$ cat config.mk
export PLATFORM = sky130hd
export DESIGN_NAME = lru_key_cache
export DESIGN_NICKNAME = d
export VERILOG_FILES = /design/src/rtl/lkc_pkg.sv /design/src/rtl/lkc_cfg.sv /design/src/rtl/lkc_core.sv /design/src/rtl/lru_key_cache.sv
export VERILOG_INCLUDE_DIRS = /design/src /design/src/rtl
export SDC_FILE = /design/constraint.sdc
export NUM_CORES = 1
export LEC_CHECK = 0
export BUFFER_PORTS_ARGS = -buffer_cell sky130_fd_sc_hd__buf_2
export CORE_MARGIN = 2
export CORE_UTILIZATION = 62
export CTS_BUF_LIST = sky130_fd_sc_hd__clkbuf_4 sky130_fd_sc_hd__clkbuf_8 sky130_fd_sc_hd__clkbuf_16
export DETAILED_ROUTE_END_ITERATION = 16
export GPL_TIMING_DRIVEN = 0
export PLACE_DENSITY = 0.91
export REMOVE_ABC_BUFFERS = 1
export SYNTH_ARGS = -nofsm -noshare
export SYNTH_HDL_FRONTEND = slang
export SYNTH_SLANG_ARGS = --single-unit
export TNS_END_PERCENT = 30
$ cat constraint.sdc
create_clock -name clk -period 12.7 [get_ports clk]
set_input_delay 2.54 -clock clk [delete_from_list [all_inputs] [get_ports clk]]
set_output_delay 2.54 -clock clk [all_outputs]
set_load 0.01 [all_outputs]
$ cat src/rtl/lru_key_cache_defines.svh
// Assertion helpers for the cache RTL top level.
`ifndef LRU_KEY_CACHE_DEFINES_SVH
`define LRU_KEY_CACHE_DEFINES_SVH

// Same-cycle implication, checked outside reset.
`define LKC_ASSERT_NOW(label, clk, rst_n, ante, cons) \
    label: assert property (@(posedge clk) disable iff (!rst_n) (ante) |-> (cons)) \
        else $error("lru_key_cache: same-cycle check failed");

// Next-cycle implication, checked outside reset.
`define LKC_ASSERT_NEXT(label, clk, rst_n, ante, cons) \
    label: assert property (@(posedge clk) disable iff (!rst_n) (ante) |=> (cons)) \
        else $error("lru_key_cache: next-cycle check failed");

`endif

$ cat src/rtl/lkc_pkg.sv
package lkc_pkg;

    localparam int KEY_W = 64;
    localparam int OCC_W = 3;
    localparam int CAP_W = 3;
    localparam int APB_AW = 3;
    localparam int APB_DW = 32;

    // Register index, taken from the word address bit of paddr.
    localparam logic REG_CAPACITY = 1'b0;

    localparam logic [CAP_W-1:0] CAPACITY_RESET = 3'd4;

    typedef struct packed {
        logic             hit;
        logic             evicted;
        logic [KEY_W-1:0] evicted_key;
        logic [OCC_W-1:0] occupancy;
    } lkc_result_t;

endpackage

$ cat src/rtl/lkc_cfg.sv
module lkc_cfg (
    input  logic                        clk,
    input  logic                        rst_n,
    input  logic                        psel,
    input  logic                        penable,
    input  logic                        pwrite,
    input  logic [lkc_pkg::APB_AW-1:0]  paddr,
    input  logic [lkc_pkg::APB_DW-1:0]  pwdata,
    output logic [lkc_pkg::APB_DW-1:0]  prdata,
    output logic                        pready,
    output logic [lkc_pkg::CAP_W-1:0]   capacity
);
    import lkc_pkg::*;

    logic [CAP_W-1:0] capacity_reg;
    logic [CAP_W-1:0] capacity_next;
    logic             wr_en;

    assign pready = 1'b1;
    assign wr_en  = psel && penable && pwrite && pready;

    always_comb
    begin
        capacity_next = capacity_reg;
        if (wr_en && (paddr[2] == REG_CAPACITY))
        begin
            capacity_next = pwdata[CAP_W-1:0];
        end
    end

    always_ff @(posedge clk or negedge rst_n)
    begin
        if (!rst_n)
        begin
            capacity_reg <= CAPACITY_RESET;
        end
        else
        begin
            capacity_reg <= capacity_next;
        end
    end

    always_comb
    begin
        prdata = '0;
        unique case (paddr[2])
            REG_CAPACITY:
            begin
                prdata = APB_DW'(capacity_reg);
            end
            default:
            begin
                prdata = '0;
            end
        endcase
    end

    assign capacity = capacity_reg;

endmodule

$ cat src/rtl/lkc_core.sv
module lkc_core #(
    parameter int ENTRIES = 4
) (
    input  logic                       clk,
    input  logic                       rst_n,
    input  logic                       proc_en,
    input  logic [lkc_pkg::KEY_W-1:0]  key,
    input  logic [lkc_pkg::CAP_W-1:0]  capacity,
    output lkc_pkg::lkc_result_t       result
);
    import lkc_pkg::*;

    localparam int RANK_W = (ENTRIES > 1) ? $clog2(ENTRIES) : 1;
    localparam int CNT_W  = $clog2(ENTRIES + 1);
    localparam int EXT_W  = (CNT_W > CAP_W) ? CNT_W : CAP_W;

    logic [KEY_W-1:0]  key_reg  [ENTRIES];
    logic [RANK_W-1:0] rank_reg [ENTRIES];
    logic [RANK_W-1:0] rank_next[ENTRIES];
    logic [CNT_W-1:0]  count_reg;
    logic [CNT_W-1:0]  count_next;

    logic [ENTRIES-1:0] in_use;
    logic [ENTRIES-1:0] match;
    logic [ENTRIES-1:0] victim;
    logic [ENTRIES-1:0] key_wr;
    logic [RANK_W-1:0]  hit_rank;
    logic [RANK_W-1:0]  lru_rank;
    logic [KEY_W-1:0]   victim_key;
    logic [EXT_W-1:0]   cap_eff;
    logic [EXT_W-1:0]   cnt_ext;
    logic [EXT_W-1:0]   cnt_next_ext;
    logic               hit;
    logic               has_room;
    logic               do_insert;
    logic               do_evict;

    // Clamp capacity to 1..ENTRIES.
    always_comb
    begin
        cap_eff = EXT_W'(capacity);
        if (capacity == '0)
        begin
            cap_eff = EXT_W'(1);
        end
        else if (EXT_W'(capacity) > EXT_W'(ENTRIES))
        begin
            cap_eff = EXT_W'(ENTRIES);
        end
    end

    assign cnt_ext  = EXT_W'(count_reg);
    assign has_room = cnt_ext < cap_eff;
    assign lru_rank = RANK_W'(count_reg - CNT_W'(1));

    // Parallel tag compare and victim search over valid slots.
    always_comb
    begin
        hit_rank   = '0;
        victim_key = '0;
        for (int i = 0; i < ENTRIES; i++)
        begin
            in_use[i] = CNT_W'(i) < count_reg;
            match[i]  = in_use[i] && (key_reg[i] == key);
            victim[i] = in_use[i] && (rank_reg[i] == lru_rank);
            hit_rank   = hit_rank | (match[i] ? rank_reg[i] : '0);
            victim_key = victim_key | (victim[i] ? key_reg[i] : '0);
        end
    end

    assign hit       = |match;
    assign do_insert = !hit && has_room;
    assign do_evict  = !hit && !has_room;

    always_comb
    begin
        count_next = count_reg;
        if (do_insert)
        begin
            count_next = count_reg + CNT_W'(1);
        end
        for (int i = 0; i < ENTRIES; i++)
        begin
            rank_next[i] = rank_reg[i];
            key_wr[i]    = 1'b0;
            if (hit)
            begin
                if (match[i])
                begin
                    rank_next[i] = '0;
                end
                else if (in_use[i] && (rank_reg[i] < hit_rank))
                begin
                    rank_next[i] = rank_reg[i] + RANK_W'(1);
                end
            end
            else if (do_insert)
            begin
                if (in_use[i])
                begin
                    rank_next[i] = rank_reg[i] + RANK_W'(1);
                end
                else if (CNT_W'(i) == count_reg)
                begin
                    rank_next[i] = '0;
                    key_wr[i]    = 1'b1;
                end
            end
            else
            begin
                if (victim[i])
                begin
                    rank_next[i] = '0;
                    key_wr[i]    = 1'b1;
                end
                else if (in_use[i])
                begin
                    rank_next[i] = rank_reg[i] + RANK_W'(1);
                end
            end
        end
    end

    always_ff @(posedge clk or negedge rst_n)
    begin
        if (!rst_n)
        begin
            count_reg <= '0;
            for (int i = 0; i < ENTRIES; i++)
            begin
                rank_reg[i] <= '0;
            end
        end
        else if (proc_en)
        begin
            count_reg <= count_next;
            for (int i = 0; i < ENTRIES; i++)
            begin
                rank_reg[i] <= rank_next[i];
            end
        end
    end

    // Key store carries no reset; count marks which slots hold data.
    always_ff @(posedge clk)
    begin
        for (int i = 0; i < ENTRIES; i++)
        begin
            if (proc_en && key_wr[i])
            begin
                key_reg[i] <= key;
            end
        end
    end

    assign cnt_next_ext       = EXT_W'(count_next);
    assign result.hit         = hit;
    assign result.evicted     = do_evict;
    assign result.evicted_key = do_evict ? victim_key : '0;
    assign result.occupancy   = cnt_next_ext[OCC_W-1:0];

endmodule

$ cat src/rtl/lru_key_cache.sv
// lru_key_cache: fully associative key cache with LRU replacement.
// Requests pass through an input register and a result register; the result register
// loads from the input register whenever the result side is not stalled.
// Throughput: 1 request per cycle while the result side keeps up, bound by the state update loop.
// Reset (rst_n, async, active low): empties the cache, zeroes ranks, capacity = 4.
module lru_key_cache #(
    parameter int ENTRIES = 4
) (
    input  logic                        clk,
    input  logic                        rst_n,
    // APB-style configuration port
    input  logic                        psel,
    input  logic                        penable,
    input  logic                        pwrite,
    input  logic [lkc_pkg::APB_AW-1:0]  paddr,
    input  logic [lkc_pkg::APB_DW-1:0]  pwdata,
    output logic [lkc_pkg::APB_DW-1:0]  prdata,
    output logic                        pready,
    // request channel
    input  logic                        in_valid,
    output logic                        in_stall,
    input  logic [lkc_pkg::KEY_W-1:0]   url_key,
    // result channel
    output logic                        out_valid,
    input  logic                        out_stall,
    output logic                        hit,
    output logic                        evicted,
    output logic [lkc_pkg::KEY_W-1:0]   evicted_key,
    output logic [lkc_pkg::OCC_W-1:0]   occupancy
);
    import lkc_pkg::*;
    `include "lru_key_cache_defines.svh"

    logic [CAP_W-1:0] capacity;
    logic             s1_valid_reg;
    logic             s1_valid_next;
    logic [KEY_W-1:0] s1_key_reg;
    logic             out_valid_reg;
    logic             out_valid_next;
    lkc_result_t      res_reg;
    lkc_result_t      res_comb;
    logic             advance;
    logic             in_take;
    logic             proc_en;

    lkc_cfg u_cfg (
        .clk      (clk),
        .rst_n    (rst_n),
        .psel     (psel),
        .penable  (penable),
        .pwrite   (pwrite),
        .paddr    (paddr),
        .pwdata   (pwdata),
        .prdata   (prdata),
        .pready   (pready),
        .capacity (capacity)
    );

    // The result register may load whenever it is empty or being drained.
    // The input register moves forward with it, so a request can enter
    // every cycle while the result side keeps up.
    assign advance  = !out_valid_reg || !out_stall;
    assign in_stall = s1_valid_reg && !advance;
    assign in_take  = in_valid && !in_stall;
    assign proc_en  = s1_valid_reg && advance;

    // Lookup and replacement; cache state commits on proc_en, so the next
    // request in the input register already sees this one's update.
    lkc_core #(
        .ENTRIES (ENTRIES)
    ) u_core (
        .clk      (clk),
        .rst_n    (rst_n),
        .proc_en  (proc_en),
        .key      (s1_key_reg),
        .capacity (capacity),
        .result   (res_comb)
    );

    always_comb
    begin
        s1_valid_next  = s1_valid_reg;
        out_valid_next = out_valid_reg;
        if (advance)
        begin
            // Drain the input stage into the result stage.
            out_valid_next = s1_valid_reg;
            s1_valid_next  = 1'b0;
        end
        if (in_take)
        begin
            s1_valid_next = 1'b1;
        end
    end

    always_ff @(posedge clk or negedge rst_n)
    begin
        if (!rst_n)
        begin
            s1_valid_reg  <= 1'b0;
            out_valid_reg <= 1'b0;
        end
        else
        begin
            s1_valid_reg  <= s1_valid_next;
            out_valid_reg <= out_valid_next;
        end
    end

    // Payload registers: hold while stalled, no reset.
    always_ff @(posedge clk)
    begin
        if (in_take)
        begin
            s1_key_reg <= url_key;
        end
        if (proc_en)
        begin
            res_reg <= res_comb;
        end
    end

    assign out_valid   = out_valid_reg;
    assign hit         = res_reg.hit;
    assign evicted     = res_reg.evicted;
    assign evicted_key = res_reg.evicted_key;
    assign occupancy   = res_reg.occupancy;

    // A hit never evicts.
    `LKC_ASSERT_NOW(a_hit_no_evict, clk, rst_n, out_valid_reg && res_reg.hit, !res_reg.evicted)
    // An accepted request lands in the input register.
    `LKC_ASSERT_NEXT(a_take_fills_s1, clk, rst_n, in_take, s1_valid_reg)
    // A request blocked in the input register keeps its key.
    `LKC_ASSERT_NEXT(a_s1_hold, clk, rst_n, s1_valid_reg && !advance, $stable(s1_key_reg))

endmodule

==> results of run 1 <==
-- synthesized netlist by cell type (5+ instances only) --
| cell type | instances | area share, % |
|---|---|---|
| edfxtp_1 | 389 | 63 |
| xor2_1 | 133 | 6.3 |
| xnor2_1 | 119 | 5.7 |
| nand2_1 | 96 | 2.0 |
| a21oi_1 | 73 | 2.0 |
| a222oi_1 | 65 | 3.5 |
| nor4_1 | 58 | 2.0 |
| clkbuf_1 | 51 | 1.0 |
| nand4_1 | 51 | 1.7 |
| buf_4 | 30 | 1.2 |
| nor2_1 | 26 | 0.53 |
| inv_1 | 21 | 0.43 |
| nor2b_1 | 21 | 0.71 |
| nor3_1 | 19 | 0.52 |
| dfrtp_1 | 15 | 2.0 |
| nand2b_1 | 15 | 0.51 |
| nand3_1 | 14 | 0.38 |
| or4_1 | 9 | 0.37 |
| o21ai_0 | 8 | 0.22 |
| buf_2 | 7 | 0.19 |
| a2111oi_0 | 6 | 0.28 |
| nand4b_1 | 6 | 0.28 |
| and2_1 | 5 | 0.17 |
| and3_1 | 5 | 0.17 |
| and4b_1 | 5 | 0.27 |
| ha_1 | 5 | 0.34 |
| nor4b_1 | 5 | 0.24 |
| o31ai_1 | 5 | 0.20 |
-- per-stage QoR --
step                      utilization (%)  setup TNS, ps  worst slack, ps  hold slack (ps)
after floorplan                         -              0             4450              457
after global placement               65.6        -331360            -2110              470
after detailed placement             67.2              0             7190              497
after CTS                            71.6              0             7220              506
after global routing                 71.6              0             7160              541
final                                71.6              0             7220              507
-- metal layers --
layer / GRT usage, % / vias to the layer above / share of wire [%]
li1: - / 5419 / -
met1: 47.6 / 6345 / 37
met2: 55.0 / 996 / 46
met3: 7.36 / 172 / 11
met4: 15.9 / 2 / 5.2
met5: 0 / - / 0.033
-- area by class of cell --
type | count | area [sq um] | share of cell area, %
Sequential cell | 405 | 12100 | 57.2
Multi-Input combinational cell | 844 | 6010 | 28.5
Timing Repair Buffer | 176 | 1160 | 5.48
Clock buffer | 50 | 1090 | 5.18
Tap cell | 390 | 488 | 2.31
Clock inverter | 23 | 205 | 0.972
Inverter | 21 | 81.3 | 0.385
-- power groups by stage --
stage	clock network, mW	registers, mW	logic (mW)
after global routing	1.22	2.16	2.14
after global placement	0	2.18	1.80
after CTS	1.17	2.13	2.00
after floorplan	0	2.19	1.02
final	1.17	2.14	2.04
after detailed placement	0	2.15	1.97
-- cell families (layout without fill, tap and decap cells) --
family / after synthesis / count (layout) / share of synthesized area (%)
AO/OA/AOI/OAI: 197 / 197 / 8.26
adder cells (fa/ha/maj): 7 / 7 / 0.454
AND/OR/NAND/NOR: 351 / 351 / 10.5
multiplexers: 7 / 7 / 0.407
XOR/XNOR: 252 / 252 / 12.0
other: 2 / 30 / 0.0407
buffers and inverters: 109 / 270 / 2.88
flip-flops: 405 / 405 / 65.5
-- worst max path at each step --
stage | endpoint | cells after the start
floorplan | u_core.key_reg[2][0] | 6
global placement | u_core.key_reg[2][36] | 6
detailed placement | u_core.key_reg[1][34] | 8
CTS | in_stall | 4
global route | in_stall | 4
finish | in_stall | 4
-- placed cells by master, fill, tap and decap left out, types with 4 or more instances in the layout --
master	n
buf_6	13
nand2_1	95
nor4_1	58
o2111ai_1	4
or4_1	9
edfxtp_1	389
conb_1	30
and3_1	5
a21oi_1	70
nor3_2	4
nor3_1	16
clkbuf_16	41
nor2b_1	21
o21ai_0	8
ha_1	5
nor2_1	24
buf_2	148
nand4_1	51
and4b_1	5
nor4b_1	5
xor2_1	133
clkbuf_4	9
and2_1	4
nand3_1	14
buf_12	12
a222oi_1	65
nand2b_1	15
clkinv_1	7
dfrtp_1	15
clkinv_2	4
mux2_2	4
xnor2_1	119
a2111oi_0	6
nand4b_1	6
inv_1	20
o31ai_1	5
==> impl_metrics.yaml, run 1 <==
sta:
  hold_viol: 0
  fmax_ghz: 0.182
  maxSlewHeadroom_pct: 34.3
  layout_min_cycle_time_ps: 5480
  slew_violations: 0
  setup_violations: 0
  timing.final.crit_share_pct: 43.2
  rsz0062_at_grt: "no"
  tightest_slew_ps: 982
  skew_ps: 15.0
pwr:
  pwr-share-clk_pct: 21.9
  switching_power_mw: 2.06
  power_mw: 5.35
  switching_share_pct: 38.5
  ir_drop_uv: 211
  combPwrFrac_pct: 38.2
  powerDensity_nw_per_um2: 253
  power.leakage_nw: 7.14
  pwr-share-seq_pct: 39.9
  internal_power_mw: 3.29
outcome:
  status: "finished clean"
synth:
  synth_area_sq_um: 18400
  synth_cell_types: 74
  synth-edff-count: 389
  synth-seq-cells: 405
  syn_inst: 1330
  async_flop_share_pct: 3.95
  ys.flop_type: "edfxtp_1"
  yosysSeqAreaShare_pct: 65.5
  yosys_warnings: 0
  avgSynthCellArea_sq_um: 13.9
critical_path:
  worst_setup_path_end_kind: "primary output"
  path_delay_family: "buffers and inverters"
  cpPeakStageDelay_ps: 130
  crit_slowest_cell: "buf_2"
  cp-start-kind: "input port"
  r2r-end: "u_core.key_reg[2][32]"
  critical_path.max_fanout: 3
  rr_startpoint: "u_core.cnt_ext[2]"
  arrival_ps: 2940
  path_common_cell: "buf_2"
  setup.worst_path.start: "out_stall"
  critical_path_buf_inv_count: 3
  r2r_cells: 9
  crit_chain: "buf_2 > nand3_1 > inv_1 > buf_2"
  critPathRequiredTime_ps: 10160
  r2r_slack_ps: 8090
  critical_path_class: "in2out"
finish:
  drive_above_1_share_pct: 17.9
  largest_register_ffs: 256
  antennaDiodeCount: 0
  design_area_sq_um: 21100
  area_growth_pct: 14.5
  fill_cells: 1865
  finalNonFillerCells: 1909
  layout.nets: 1600
global_routing:
  grt_pass1_vias: 12368
  grt_first_pass_wirelength_microns: 79600
  antenna_found_initial: 1
  grt-ovfl-total: 0
  grt_max_degree: 65
  grt_util_all_layers_pct: 35.1
clock_network:
  cts.sinks: 405
  hold_buffers: 0
  cts-resized-gates: 0
  cts_buffers: 41
  cts_tree: "built"
  clkTransAtPathRegs_ps: 60
  clock_path_buffers: 3
  clk_latency_ps: 550
  htree_levels: 2
  cts_root_buffer: "clkbuf_16"
  postCtsSetupRepairBufs: 0
detailed_routing:
  route.detailed.drc: 0
  routedWlPerCell_microns: 28.5
  num_vias: 12934
  drt-pass1-iter-count: 9
  ant_nets: 0
  routed_wl_microns: 54400
  vias_per_cell: 6.78
  drt_iter0_drc: 2446
floorplanning:
  chipWidth_microns: 176
  core_sq_um: 29500
  dieHeight_microns: 176
  initial_core_util_pct: 62.6
  fp-row-count: 63
  ios: 210
  die-area_sq_um: 31100
min_path:
  hold_class: "reg2reg"
  hold_path_end: "out_valid"
  whs_path_depth: 1
  hold_start: "s1_valid_reg"
place:
  portBuffers: 148
  gp_congestion: 0.984
  placed_area_sq_um: 19800
  placedCellCount: 1836
  place.detailed.hpwl_microns: 39000
run:
  drv_cap: 0
Power figures use the tool's default switching activity.
==> inputs of run 2 (changes only) <==
--- a/config.mk
+++ b/config.mk
@@ -8,11 +8,11 @@
 export LEC_CHECK = 0
 export BUFFER_PORTS_ARGS = -buffer_cell sky130_fd_sc_hd__buf_2
 export CORE_MARGIN = 2
-export CORE_UTILIZATION = 62
+export CORE_UTILIZATION = 53
 export CTS_BUF_LIST = sky130_fd_sc_hd__clkbuf_4 sky130_fd_sc_hd__clkbuf_8 sky130_fd_sc_hd__clkbuf_16
 export DETAILED_ROUTE_END_ITERATION = 16
 export GPL_TIMING_DRIVEN = 0
-export PLACE_DENSITY = 0.91
+export PLACE_DENSITY = 0.83
 export REMOVE_ABC_BUFFERS = 1
 export SYNTH_ARGS = -nofsm -noshare
 export SYNTH_HDL_FRONTEND = slang
==> constraint.sdc (replaced) <==
create_clock -name clk -period 5 [get_ports clk]
set_input_delay 1 -clock clk [delete_from_list [all_inputs] [get_ports clk]]
set_output_delay 1 -clock clk [all_outputs]
set_load 0.01 [all_outputs]
==> impl_metrics.yaml, run 2 (synthesis results as in run 1) <==
finish:
  fill_cells: 2523
  design_area_sq_um: 21400
  area_growth_pct: 16.0
  layout.nets: 1607
  largest_register_ffs: 256
  antennaDiodeCount: 0
  layout_commonest_cell: "edfxtp_1"
  layout_common_cells: "edfxtp_1 (389), buf_2 (148), xor2_1 (133), xnor2_1 (119), nand2_1 (95)"
  drive_above_1_share_pct: 18.1
  final-seq-area_sq_um: 12100
  multi_input_area_sq_um: 6010
detailed_routing:
  drt_iter0_drc: 1821
  drt-pass1-iter-count: 8
  num_vias: 12700
  vias_per_cell: 6.42
  routed_wl_microns: 54700
  ant_nets: 0
  routedWlPerCell_microns: 27.7
  route.detailed.drc: 0
critical_path:
  worst_setup_path_end_kind: "flop"
  crit_slowest_cell: "a21oi_4"
  critical_path_class: "reg2reg"
  critical_path_buf_inv_count: 3
  cpPeakStageDelay_ps: 690
  path_delay_family: "simple AND/OR/NAND/NOR gates"
  critical_path.max_fanout: 18
  path_common_cell: "buf_16"
  crit_chain: "nor2_2 > nor3_1 > and3_1 > and4_1 > a2bb2o_1 > nor2_1 > nand2_1 > a21oi_4 > buf_16 > buf_16 > buf_16"
  critPathRequiredTime_ps: 5270
  arrival_ps: 4910
  cp-start-kind: "flop"
floorplanning:
  core_sq_um: 34400
  dieHeight_microns: 191
  die-area_sq_um: 36300
  chipWidth_microns: 191
  ios: 210
  fp-row-count: 68
  initial_core_util_pct: 53.7
pwr:
  combPwrFrac_pct: 38.7
  switching_share_pct: 37.8
  pwr-share-clk_pct: 21.9
  ir_drop_uv: 422
  power_mw: 13.8
  switching_power_mw: 5.21
  pwr-share-seq_pct: 39.3
  powerDensity_nw_per_um2: 643
  internal_power_mw: 8.56
  power.leakage_nw: 7.23
sta:
  layout_min_cycle_time_ps: 4640
  slew_violations: 0
  skew_ps: 19.3
  hold_viol: 0
  maxSlewHeadroom_pct: 26.8
  rsz0062_at_grt: "no"
  setup_violations: 0
  timing.final.crit_share_pct: 92.7
  tightest_slew_ps: 1090
  fmax_ghz: 0.216
  setup_tns_ps: 0
place:
  gp_congestion: 1.01
  placed_area_sq_um: 20100
  portBuffers: 148
  place.detailed.hpwl_microns: 40500
global_routing:
  grt_pass1_vias: 12051
  grt_first_pass_wirelength_microns: 79900
  grt-ovfl-total: 0
  antenna_found_initial: 0
  grt_max_degree: 64
  grt_util_all_layers_pct: 30.5
clock_network:
  cts.sinks: 405
  clkTransAtPathRegs_ps: 70
  clock_path_buffers: 3
  cts_root_buffer: "clkbuf_16"
  cts_buffers: 42
  hold_buffers: 0
  htree_levels: 2
  cts_tree: "built"
  clk_latency_ps: 580
outcome:
  status: "finished clean"
run:
  drv_cap: 0
min_path:
  hold_class: "in2async"
-- run 2: changes by cell type in the layout (fill, tap and decap cells not counted), moves of 3 or more --
cell      delta
buf_12       -5
buf_16       +9
buf_8        +4
clkbuf_4     -4
clkinv_2     +3
-- run 2: path summary, 6_finish.rpt --
check	end	slack, ps	start	cells past startpoint
hold reg to reg	out_valid	500	s1_valid_reg	1
hold / removal	u_core.rank_reg[6]	340	rst_n	1
min in group clk	out_valid	500	s1_valid_reg	1
max in group asynchronous	u_cfg.capacity[2]	4330	rst_n	1
setup / recovery	u_core.key_reg[0][63]	360	u_core.cnt_ext[2]	11
setup reg to reg	u_core.key_reg[0][63]	360	u_core.cnt_ext[2]	11
-- run 2: metal layers --
metal | vias to the layer above | GRT usage [%] | routed length (microns)
met3 | 122 | 5.02 | 5260
met1 | 6277 | 42.1 | 21500
li1 | 5434 | - | -
met2 | 867 | 47.6 | 25500
met5 | - | 0 | 0
met4 | 0 | 14.1 | 2430
-- run 2: power groups by stage --
stage	clock network (mW)	registers (mW)	logic, mW
2_1_floorplan	0	5.55	2.60
3_3_place_gp	0	5.12	3.30
3_5_place_dp	0	5.46	5.23
4_1_cts	3.06	5.40	5.27
5_1_grt	3.18	5.48	5.61
6_report	3.02	5.41	5.33
-- run 2: area by class of cell --
| cell class | count | area share (%) |
|---|---|---|
| Sequential cell | 405 | 56.5 |
| Tap cell | 455 | 2.66 |
| Multi-Input combinational cell | 844 | 28.1 |
| Clock inverter | 24 | 0.924 |
| Inverter | 21 | 0.380 |
| Clock buffer | 48 | 5.20 |
| Timing Repair Buffer | 182 | 6.27 |
-- run 2: what timing repair did --
action,CTS,global route
buffers inserted,0,0
setup endpoints to repair,0,18
resized for setup,0,1
-- run 2: per-stage QoR --
stage | hold WS, ps | std cells | util (%) | worst slack [ps]
after floorplan | 457 | 1270 | - | -3250
after global placement | 470 | 1873 | 56.5 | -10200
after detailed placement | 494 | 1907 | 58.4 | 208
after CTS | 346 | 1979 | 62.3 | 160
after global routing | 383 | 1979 | 62.3 | 203
final | 337 | 1979 | 62.3 | 363
